## config.mk

```make
export PLATFORM = sky130hd
export DESIGN_NAME = rmst_seq
export DESIGN_NICKNAME = d
export VERILOG_FILES = /design/src/rmst_pkg.sv /design/src/rmst_seq.sv
export SDC_FILE = /design/constraint.sdc
export NUM_CORES = 1
export LEC_CHECK = 0
export BUFFER_PORTS_ARGS = -buffer_cell sky130_fd_sc_hd__buf_2
export CAP_MARGIN = 30
export CORE_ASPECT_RATIO = 0.9
export CORE_MARGIN = 4
export CORE_UTILIZATION = 45
export CTS_CLUSTER_DIAMETER = 30
export DETAILED_ROUTE_END_ITERATION = 7
export PLACE_DENSITY = 0.68
export SYNTH_ARGS = -nofsm -noshare
export SYNTH_HDL_FRONTEND = slang
export SYNTH_SLANG_ARGS = --single-unit
```

## constraint.sdc

```tcl
create_clock -name clk -period 12.4 [get_ports clk]
set_input_delay 0.62 -clock clk [delete_from_list [all_inputs] [get_ports clk]]
set_output_delay 0.62 -clock clk [all_outputs]
set_load 0.1 [all_outputs]
```

## src/rmst_pkg.sv

```systemverilog
package rmst_pkg;

  localparam int DATA_W       = 32;
  localparam int POS_W        = 10;
  localparam int SIZE_DEFAULT = 1024;

  typedef enum logic [1:0] {
    ST_CLEAR,
    ST_IDLE,
    ST_UPDATE,
    ST_QUERY
  } seq_state_t;

  localparam logic REQ_UPDATE = 1'b0;
  localparam logic REQ_QUERY  = 1'b1;

  typedef struct packed {
    logic                     valid;
    logic signed [DATA_W-1:0] max_value;
    logic                     range_error;
  } result_t;

  function automatic logic signed [DATA_W-1:0] smax(
    input logic signed [DATA_W-1:0] x,
    input logic signed [DATA_W-1:0] y
  );
    smax = (x >= y) ? x : y;
  endfunction

endpackage

```

## src/rmst_seq.sv

```systemverilog
module rmst_seq #(
  parameter int SIZE = rmst_pkg::SIZE_DEFAULT,
  parameter int AW   = $clog2(2 * SIZE)
) (
  input  logic                               clk,
  input  logic                               rst,
  input  logic                               start,
  output logic                               busy,
  input  logic                               req_type,
  input  logic [rmst_pkg::POS_W-1:0]         position,
  input  logic signed [rmst_pkg::DATA_W-1:0] new_value,
  input  logic [rmst_pkg::POS_W-1:0]         range_low,
  input  logic [rmst_pkg::POS_W-1:0]         range_high,
  output logic                               mem_we,
  output logic [AW-1:0]                      mem_waddr,
  output logic signed [rmst_pkg::DATA_W-1:0] mem_wdata,
  output logic [AW-1:0]                      mem_raddr,
  input  logic signed [rmst_pkg::DATA_W-1:0] mem_rdata,
  output rmst_pkg::result_t                  res
);
  import rmst_pkg::*;

  localparam int NW = AW + 1;
  localparam logic [NW-1:0] SIZE_N   = NW'(SIZE);
  localparam logic [31:0]   SIZE_W   = 32'(SIZE);
  localparam logic [AW-1:0] LAST_NODE = AW'(2 * SIZE - 1);
  localparam logic [AW-1:0] ROOT     = AW'(1);
  localparam logic signed [DATA_W-1:0] MIN_VAL = {1'b1, {(DATA_W-1){1'b0}}};

  seq_state_t               state, state_next;
  logic [AW-1:0]            clr_addr, clr_addr_next;
  logic [AW-1:0]            node, node_next;
  logic signed [DATA_W-1:0] cur, cur_next;
  logic [NW-1:0]            a, a_next;
  logic [NW-1:0]            b, b_next;
  logic signed [DATA_W-1:0] best, best_next;
  logic                     pend, pend_next;

  logic [NW-1:0]            leaf;
  logic [AW-1:0]            parent;
  logic signed [DATA_W-1:0] up_max;
  logic signed [DATA_W-1:0] best_eff;
  logic                     pos_ok;
  logic                     q_err;

  always_ff @(posedge clk) begin
    if (rst) begin
      state    <= ST_CLEAR;
      clr_addr <= '0;
      pend     <= 1'b0;
    end else begin
      state    <= state_next;
      clr_addr <= clr_addr_next;
      pend     <= pend_next;
    end
  end

  always_ff @(posedge clk) begin
    node <= node_next;
    cur  <= cur_next;
    a    <= a_next;
    b    <= b_next;
    best <= best_next;
  end

  assign leaf     = NW'(position) + SIZE_N;
  assign parent   = node >> 1;
  assign up_max   = smax(cur, mem_rdata);
  // A node read issued last cycle is folded in as soon as its data arrives.
  assign best_eff = pend ? smax(best, mem_rdata) : best;
  assign pos_ok   = {{(32-POS_W){1'b0}}, position} < SIZE_W;
  assign q_err    = (range_low > range_high) ||
                    ({{(32-POS_W){1'b0}}, range_high} >= SIZE_W);
  assign busy     = (state != ST_IDLE);

  always_comb begin
    state_next    = state;
    clr_addr_next = clr_addr;
    node_next     = node;
    cur_next      = cur;
    a_next        = a;
    b_next        = b;
    best_next     = best;
    pend_next     = 1'b0;
    mem_we        = 1'b0;
    mem_waddr     = '0;
    mem_wdata     = '0;
    mem_raddr     = '0;
    res           = '0;

    unique case (state)
      ST_CLEAR: begin
        mem_we        = 1'b1;
        mem_waddr     = clr_addr;
        clr_addr_next = clr_addr + AW'(1);
        if (clr_addr == LAST_NODE) begin
          state_next = ST_IDLE;
        end
      end

      ST_IDLE: begin
        if (start) begin
          if (req_type == REQ_UPDATE) begin
            if (pos_ok) begin
              mem_we     = 1'b1;
              mem_waddr  = leaf[AW-1:0];
              mem_wdata  = new_value;
              mem_raddr  = leaf[AW-1:0] ^ AW'(1);
              node_next  = leaf[AW-1:0];
              cur_next   = new_value;
              state_next = ST_UPDATE;
            end
          end else if (q_err) begin
            res.valid       = 1'b1;
            res.range_error = 1'b1;
          end else begin
            a_next     = NW'(range_low) + SIZE_N;
            b_next     = NW'(range_high) + SIZE_N + NW'(1);
            best_next  = MIN_VAL;
            state_next = ST_QUERY;
          end
        end
      end

      ST_UPDATE: begin
        // The sibling of the current node is in mem_rdata; the parent's
        // sibling is fetched in the same cycle, so one level per cycle.
        mem_we    = 1'b1;
        mem_waddr = parent;
        mem_wdata = up_max;
        mem_raddr = parent ^ AW'(1);
        cur_next  = up_max;
        node_next = parent;
        if (parent == ROOT) begin
          state_next = ST_IDLE;
        end
      end

      ST_QUERY: begin
        best_next = best_eff;
        if (a >= b) begin
          res.valid     = 1'b1;
          res.max_value = best_eff;
          state_next    = ST_IDLE;
        end else if (a[0]) begin
          mem_raddr = a[AW-1:0];
          a_next    = a + NW'(1);
          pend_next = 1'b1;
        end else if (b[0]) begin
          mem_raddr = AW'(b - NW'(1));
          b_next    = b - NW'(1);
          pend_next = 1'b1;
        end else begin
          a_next = a >> 1;
          b_next = b >> 1;
        end
      end

      default: begin
        state_next = ST_IDLE;
      end
    endcase
  end

endmodule

```

==> flow_metrics.py, run 1 <==
metrics = {
    "floorplanning": {
        "dieHeight_um": 147.7,
        "dieArea_um2": 24100,
        "rows": 50,
        "fp.dieW_um": 163.2,
        "coreArea_um2": 21080,
        "start_util_pct": 46.27,
        "ios": 188,
    },
    "synth": {
        "synth-seq-cells": 112,
        "avgSynthCellArea_um2": 8.489,
        "synth_flop_cell": "edfxtp_1",
        "synth_fp_nets": 1342,
        "synth_cell_types": 64,
        "ys_seq_area_share_pct": 33.04,
        "ys_warn_count": 0,
        "synth_edf_count": 98,
        "async_flop_share_pct": 0,
        "synthCells": 1149,
        "synth_area_um2": 9754,
    },
    "worst_setup_path": {
        "crit_path_end": "res[31]",
        "cp-startpoint": "a[0]",
        "crit_required_ns": 11.78,
        "worstSetupStartpointType": "flop",
        "r2r_end": "a[11]",
        "crit_fanout": 34,
        "reg2reg_depth": 10,
        "endpoint_kind": "output port",
        "r2r_slack_ns": 8.08,
        "r2r_start": "a[0]",
        "critical_path_class": "flop to output port",
        "arrival_ns": 4.21,
    },
    "cts": {
        "cts_setup_buffers": 0,
        "clock_latency_ns": 0.37,
        "clk_pin_slew_ns": 0.08,
        "cts.sinks": 112,
        "clockBufferDepth": 2,
        "root_buffer": "clkbuf_16",
        "cts_resized": 0,
        "tritoncts": "done",
        "cts_buffers": 9,
        "cts_hold_buf": 0,
        "cts.htree.levels": 3,
    },
    "grt": {
        "grt_pass1_vias": 8829,
        "grt_pass1_wl_um": 48310,
        "antenna_found_initial": 2,
        "grt_overflow_total": 0,
        "grt.total_usage_pct": 24.84,
        "grt_max_degree": 86,
    },
    "place": {
        "routabilityCongestion": 0.8600,
        "io_buffers": 187,
        "dp_hpwl_um": 21970,
    },
    "layout": {
        "nets": 1467,
        "syn2layout_area_growth_pct": 13.47,
        "layout-drive-gt1-share_pct": 19.16,
        "nFillCells": 2012,
    },
    "timing": {
        "drv_slew": 0,
        "rsz0062_at_grt": "false",
        "skew_ns": 0.01210,
        "relSlewSlack_pct": 33.11,
        "max_slew.worst_pin.slew_ns": 1.003,
        "fin_crit_ns": 4.832,
        "max_freq_mhz": 206.9,
        "tns_ns": 0,
        "finalSetupViolCount": 0,
        "period_share_pct": 38.97,
        "hold_viol_final": 0,
    },
    "job": {
        "drv_cap": 0,
    },
    "pwr": {
        "finalPower_uw": 1058,
        "vdd_drop_max_uv": 56.56,
        "p_leak_uw": 0.004747,
        "p_per_area_nw_per_um2": 95.62,
    },
    "detailed_routing": {
        "via_per_inst": 6.031,
        "routedWlPerCell_um": 19.62,
        "drt_iter0_drc": 865,
        "dr.pass1.iters": 8,
        "vias": 9444,
        "ant_nets": 0,
        "drc": 0,
        "totalWireLength_um": 30720,
    },
    "min_path": {
        "hold_path.class": "flop to flop",
    },
    "status": {
        "status": "complete, no violations",
    },
}
Yosys cell counts, types with 10 or more instances:
library cell,instances,area [um^2]
a211oi_1,96,720.7
a21o_1,10,75.07
a21oi_1,59,295.3
a221oi_1,10,87.58
a311o_1,31,310.3
a31oi_1,40,250.2
and3_1,33,206.5
buf_6,12,135.1
clkbuf_1,62,232.7
dfxtp_1,14,280.3
edfxtp_1,98,2943
ha_1,95,1189
inv_1,103,386.6
nand2_1,104,390.4
nand3_1,55,275.3
nand4_1,19,118.9
nor2_1,83,311.6
nor3_1,40,200.2
o21ai_0,52,260.3
xnor2_1,16,140.1
xor2_1,11,96.34
where the power goes:
part	switching, uW	internal [uW]	leakage [uW]
Clock	151	172	0.000159
Combinational	208	78.4	0.00356
Sequential	18.4	431	0.00103
Total	377	681	0.00475
cell families (layout without fill, tap and decap cells):
logic type | after synthesis | after routing | synth area share (%)
other cells | 0 | 1 | 0
xor+xnor | 27 | 27 | 2.424
compound gates | 350 | 350 | 25.05
flops | 112 | 112 | 33.04
simple gates | 360 | 360 | 17.34
mux | 12 | 12 | 1.347
buf+inv | 193 | 323 | 8.607
fa+ha+maj | 95 | 95 | 12.19
area by class of cell:
| type | instances | area [um^2] | area share [%] |
|---|---|---|---|
| antenna | 1 | 2.502 | 0.02261 |
| inverter | 103 | 386.6 | 3.493 |
| timing repair buffer | 204 | 1064 | 9.609 |
| multi-input combinational | 844 | 5714 | 51.63 |
| clock buffer | 10 | 250.2 | 2.261 |
| tap | 286 | 357.8 | 3.233 |
| sequential | 112 | 3223 | 29.12 |
| clock inverter | 6 | 70.07 | 0.6331 |
metal layers:
metal  vias up  track usage [%]  wire (um)
met3        34            3.318       2382
met4         2            6.667        475
met1      4435            37.46      14320
met2       421            37.43      13530
li1       4552                -          -
met5         -                0         14
metrics by stage:
| step | util (%) | hold WS [ns] | instance area (um^2) | std cells | setup slack, ns |
|---|---|---|---|---|---|
| 2_1_floorplan | - | 0.4608 | 9754 | 1149 | 7.105 |
| 3_3_place_gp | 50.90 | 0.4901 | 10730 | 1547 | 7.782 |
| 3_5_place_dp | 50.97 | 0.5142 | 10750 | 1549 | 7.788 |
| 4_1_cts | 52.49 | 0.5246 | 11070 | 1565 | 7.649 |
| 5_1_grt | 52.50 | 0.5487 | 11070 | 1566 | 7.237 |
| 6_report | 52.50 | 0.5185 | 11070 | 1566 | 7.568 |
cells in the final DEF, fill, tap and decap left out, drive strengths merged, types with 11 or more instances in the layout:
cell | netlist | final
inv | 103 | 106
dfxtp | 14 | 14
nand3 | 55 | 55
edfxtp | 98 | 98
a21oi | 60 | 60
ha | 95 | 95
a311o | 31 | 31
o21ai | 59 | 59
nor3 | 40 | 40
nand4 | 20 | 20
a211oi | 96 | 96
a31oi | 40 | 40
xor2 | 11 | 11
and3 | 33 | 33
nand2 | 105 | 105
nor2 | 83 | 83
xnor2 | 16 | 16
buf | 23 | 204
how the worst min path moves through the flow:
stage / from / endpoint / slack [ns] / cells past startpoint
floorplan: clr_addr[8] / clr_addr[8] / 0.46 / 2
global placement: clr_addr[8] / clr_addr[8] / 0.49 / 2
detailed placement: state[0] / state[0] / 0.51 / 2
CTS: state[0] / state[0] / 0.52 / 2
global route: clr_addr[8] / clr_addr[8] / 0.55 / 2
finish: state[0] / state[0] / 0.52 / 2
registers in the layout (all words and copies together), names as in the netlist, named ones only:
name / flops
best: 32
cur: 32
a: 12
b: 11
clr_addr: 11
node: 10
state: 2
pend: 1
worst max-delay path, cell delays in order (launching register included):
cell      delay (ns)
edfxtp_1        1.02
inv_1           0.30
ha_1            0.37
a21boi_0        0.15
o21ai_0         0.10
a21oi_1         0.13
o22ai_1         0.14
or2_2           0.62
a211oi_1        0.48
buf_2           0.51
(Power assumes the default switching activity.)
==> run 2: changes to the inputs <==
--- a/config.mk
+++ b/config.mk
@@ -12,7 +12,7 @@
 export CORE_UTILIZATION = 45
 export CTS_CLUSTER_DIAMETER = 30
 export DETAILED_ROUTE_END_ITERATION = 7
-export PLACE_DENSITY = 0.68
+export PLACE_DENSITY = 0.71
 export SYNTH_ARGS = -nofsm -noshare
 export SYNTH_HDL_FRONTEND = slang
 export SYNTH_SLANG_ARGS = --single-unit
==> constraint.sdc (replaced) <==
create_clock -name clk -period 4.1 [get_ports clk]
set_input_delay 0.205 -clock clk [delete_from_list [all_inputs] [get_ports clk]]
set_output_delay 0.205 -clock clk [all_outputs]
set_load 0.1 [all_outputs]
==> run 2 against run 1 <==
Against the previous run:
- total power grew to 3.0 times the previous value
- first-iteration DRC count is 16% higher
- sequential power grew to 3.0 times the previous value
- cell count is 0.77% higher
- critical path depth is 1 higher
- flip-flop and latch count stayed put
- clock skew is 0.0020 ns lower
- largest power group unchanged
- highest routed layer is now met4
==> flow_metrics.py, run 2 (synthesis results as in run 1) <==
metrics = {
    "detailed_routing": {
        "drc": 0,
        "met2WireLength_um": 14280,
        "totalWireLength_um": 31640,
        "wl_met3_um": 2788,
        "routedWlPerCell_um": 20.05,
        "dr.pass1.iters": 7,
        "topRoutingLayerUsed": "met4",
        "via_per_inst": 6.139,
        "vias": 9687,
        "ant_nets": 0,
        "m1WireLength_um": 13770,
        "drt_iter0_drc": 1006,
    },
    "layout": {
        "syn2layout_area_growth_pct": 16.24,
        "final_cell_mix": "buf_2, nand2_1, inv_1, edfxtp_1, a211oi_1",
        "antenna_cells": 0,
        "layout_commonest_cell": "buf_2",
        "top_regs": "best x32, cur x32, a x12",
        "nets": 1480,
        "fin_area_um2": 11340,
        "layout-drive-gt1-share_pct": 19.81,
    },
    "place": {
        "dpl-instance-area_um2": 11030,
        "dp_hpwl_um": 22730,
        "io_buffers": 187,
        "routabilityCongestion": 0.8832,
    },
    "cts": {
        "cts_hold_buf": 0,
        "clk_pin_slew_ns": 0.08,
        "cts_resized": 0,
        "cts_buffers": 9,
        "root_buffer": "clkbuf_16",
        "clockBufferDepth": 2,
        "cts_setup_buffers": 0,
        "cts.htree.levels": 3,
        "tritoncts": "done",
        "cts.sinks": 112,
        "clock_latency_ns": 0.36,
    },
    "floorplanning": {
        "coreArea_um2": 21080,
        "ios": 188,
        "rows": 50,
        "fp.dieW_um": 163.2,
        "dieHeight_um": 147.7,
        "start_util_pct": 46.27,
        "dieArea_um2": 24100,
    },
    "grt": {
        "grt_max_degree": 85,
        "grt_overflow_total": 0,
        "antenna_found_initial": 0,
        "grt_pass1_wl_um": 49670,
        "grt.total_usage_pct": 25.48,
        "grt_pass1_vias": 9266,
    },
    "timing": {
        "max_freq_mhz": 255.8,
        "tns_ns": 0,
        "hold_viol_final": 0,
        "skew_ns": 0.01005,
        "drv_slew": 0,
        "finalSetupViolCount": 0,
        "fin_crit_ns": 3.909,
        "relSlewSlack_pct": 39.84,
        "max_slew.worst_pin.slew_ns": 0.9024,
        "period_share_pct": 95.34,
        "rsz0062_at_grt": "false",
    },
    "status": {
        "status": "complete, no violations",
    },
    "pwr": {
        "finalPower_uw": 3179,
        "p_leak_uw": 0.004831,
        "vdd_drop_max_uv": 174.9,
        "p_per_area_nw_per_um2": 280.4,
    },
    "job": {
        "drv_cap": 0,
    },
    "min_path": {
        "hold_path.class": "input pin to flop",
    },
    "worst_setup_path": {
        "crit_fanout": 16,
        "crit_required_ns": 3.89,
        "endpoint_kind": "output port",
        "arrival_ns": 3.70,
        "critical_path_class": "flop to output port",
        "worstSetupStartpointType": "flop",
    },
}
run 2: report_power, final:
group	switching [uW]	leakage [uW]	internal [uW]
logic	649	0.00365	251
registers	50.0	0.00103	1300
clock network	438	0.000146	489
total	1140	0.00483	2040
run 2: cell type report:
type	count	area, um^2
Clock buffer	13	282.8
Fill cell	2037	9744
Clock inverter	3	21.27
Inverter	103	386.6
Multi-Input combinational cell	844	5715
Timing Repair Buffer	217	1351
Sequential cell	112	3223
Tap cell	286	357.8
run 2: path summary, 6_finish.rpt:
kind                                  start          end  slack (ns)  cells past startpoint
worst max-delay path               best[11]      res[31]        0.19                     10
worst min-delay path            position[6]      node[6]        0.16                      2
worst max register to register      cur[31]      cur[27]        0.90                      8
worst min register to register  clr_addr[8]  clr_addr[8]        0.51                      2
run 2: critical path: stages, from the launching register on:
cell,delay [ns]
edfxtp_1,0.40
ha_1,0.33
a21oi_1,0.17
o21a_1,0.18
o21ai_0,0.15
a2111oi_2,0.48
o2111ai_2,0.15
a21o_2,0.34
buf_4,0.23
a211oi_1,0.40
buf_2,0.51
run 2: layer usage:
layer	global-route usage (%)	vias up
li1	-	4577
met1	35.81	4556
met2	40.15	497
met3	3.875	57
met4	8.763	0
met5	0	-
run 2: through the flow:
step	setup WS, ns	cells	util [%]	hold slack (ns)
floorplan	-0.4878	1149	-	0.2741
global placement	0.5251	1562	52.33	0.4885
detailed placement	0.4399	1562	52.33	0.4952
CTS	0.04601	1578	53.77	0.1509
global route	0.008623	1578	53.78	0.1635
finish	0.1911	1578	53.78	0.1610
==> run 3: changes to the inputs <==
--- a/config.mk
+++ b/config.mk
@@ -13,6 +13,7 @@
 export CTS_CLUSTER_DIAMETER = 30
 export DETAILED_ROUTE_END_ITERATION = 7
 export PLACE_DENSITY = 0.71
+export REMOVE_ABC_BUFFERS = 1
 export SYNTH_ARGS = -nofsm -noshare
 export SYNTH_HDL_FRONTEND = slang
 export SYNTH_SLANG_ARGS = --single-unit
==> run 3 against run 2 <==
Against the previous run:
- combinational power about the same
- design area down 0.67%
- non-clock buffer count up 4
- via count up 0.47%
- wire length down 0.37%
- first-iteration DRC count up 4.3%
- core utilization down 0.36 points
- clock power up 0.8%
- worst hold slack worse by 0.012 ns
- sequential power about the same
- flip-flop and latch count unchanged
- worst setup slack better by 0.019 ns
- critical endpoint is now res[23]
==> flow_metrics.py, run 3 (synthesis results as in run 1) <==
metrics = {
    "status": {
        "status": "complete, no violations",
    },
    "detailed_routing": {
        "routedWlPerCell_um": 19.93,
        "totalWireLength_um": 31530,
        "wl_met3_um": 2971,
        "m1WireLength_um": 14080,
        "topRoutingLayerUsed": "met5",
        "met2WireLength_um": 13900,
        "drt_iter0_drc": 1049,
        "ant_nets": 0,
        "drc": 0,
        "dr.pass1.iters": 5,
        "via_per_inst": 6.152,
        "vias": 9733,
    },
    "timing": {
        "hold_viol_final": 0,
        "period_share_pct": 94.87,
        "relSlewSlack_pct": 37.33,
        "max_slew.worst_pin.slew_ns": 0.9400,
        "finalSetupViolCount": 0,
        "drv_slew": 0,
        "max_freq_mhz": 257.1,
        "rsz0062_at_grt": "false",
        "fin_crit_ns": 3.889,
        "skew_ns": 0.01366,
    },
    "worst_setup_path": {
        "worstSetupStartpointType": "flop",
        "crit_path_end": "res[23]",
        "r2r_start": "best[25]",
        "arrival_ns": 3.68,
        "cp-startpoint": "best[25]",
        "crit_fanout": 18,
        "crit_required_ns": 3.89,
        "reg2reg_depth": 11,
        "r2r_end": "best[20]",
        "endpoint_kind": "output port",
        "critical_path_class": "flop to output port",
        "r2r_slack_ns": 0.73,
    },
    "layout": {
        "syn2layout_area_growth_pct": 15.46,
        "instances_no_fill": 1582,
        "layout_commonest_cell": "buf_2",
        "nets": 1484,
        "fin_area_um2": 11260,
        "layout-drive-gt1-share_pct": 20.22,
        "antenna_cells": 0,
        "nFillCells": 1953,
        "top_regs": "best x32, cur x32, a x12",
        "final_cell_mix": "buf_2, nand2_1, inv_1, edfxtp_1, a211oi_1",
        "utilization_pct": 53.42,
    },
    "place": {
        "io_buffers": 187,
        "placed_cells": 1566,
        "dpl-instance-area_um2": 10950,
        "routabilityCongestion": 0.8921,
        "dp_hpwl_um": 22650,
    },
    "cts": {
        "clock_latency_ns": 0.37,
        "cts.htree.levels": 3,
        "tritoncts": "done",
        "clockBufferDepth": 2,
        "root_buffer": "clkbuf_16",
        "cts_setup_buffers": 0,
        "cts.sinks": 112,
        "clk_pin_slew_ns": 0.09,
        "cts_buffers": 9,
    },
    "floorplanning": {
        "start_util_pct": 46.27,
        "coreArea_um2": 21080,
        "ios": 188,
        "dieArea_um2": 24100,
        "dieHeight_um": 147.7,
        "fp.dieW_um": 163.2,
        "rows": 50,
    },
    "grt": {
        "grt.total_usage_pct": 25.66,
        "grt_overflow_total": 0,
        "grt_pass1_vias": 9238,
        "antenna_found_initial": 2,
        "grt_max_degree": 67,
        "grt_pass1_wl_um": 49960,
    },
    "pwr": {
        "p_leak_uw": 0.004834,
        "p_per_area_nw_per_um2": 283.1,
        "vdd_drop_max_uv": 453.2,
    },
    "job": {
        "drv_cap": 0,
    },
    "min_path": {
        "hold_path.class": "input pin to flop",
    },
}
run 3: worst min path at each step:
stage	startpoint	to	slack, ns	cells after the start
after global routing	position[5]	node[5]	0.14	2
after detailed placement	state[0]	state[0]	0.52	2
final	position[6]	node[6]	0.15	2
after global placement	clr_addr[8]	clr_addr[8]	0.49	2
after floorplan	rst	clr_addr[8]	0.27	1
after CTS	position[5]	node[5]	0.14	2
run 3: worst max-delay path: stages, from the launching register on:
cell and delay [ns]:
edfxtp_1 0.43, ha_1 0.32, nand4_1 0.11, nor3_1 0.31
nand3_1 0.19, o31a_1 0.34, o21ai_2 0.36, buf_12 0.25
a211oi_1 0.08, a211oi_1 0.40, buf_2 0.51
run 3: routing by layer:
metal	track usage, %	vias up
met4	6.164	4
li1	-	4580
met1	36.84	4590
met5	0	-
met3	5.018	51
met2	40.02	508
run 3: timing repair:
item	4_1_cts	5_1_grt
hold endpoints to repair	0	0
setup endpoints to repair	0	21
gates resized for setup	0	6
hold buffers	0	0
run 3: cell type report:
cell class	count	area, um^2	share of cell area (%)
multi-input cells	844	5732	50.89
flip-flops and latches	112	3223	28.62
repair buffers	221	1266	11.24
inverters	103	386.6	3.433
well taps	286	357.8	3.177
clock buffers	9	225.2	2.000
clock inverters	7	71.32	0.6333
run 3: per-stage QoR:
stage                     hold slack [ns]  setup WS, ns  setup TNS [ns]  power, uW
final                              0.1493        0.2105               0       3188
after global routing               0.1376      0.001262               0       3322
after CTS                          0.1425        0.1069               0       3182
after detailed placement           0.5193        0.5154               0       2261
after global placement             0.4906        0.5561               0       2247
after floorplan                    0.2741        -1.691         -152.89       1963
run 3: power by group:
group	switching (uW)	leakage, uW	internal [uW]	total (uW)
clock network	459	0.000139	476	934
logic	650	0.00366	251	902
registers	49.0	0.00103	1300	1350
total	1160	0.00483	2030	3190
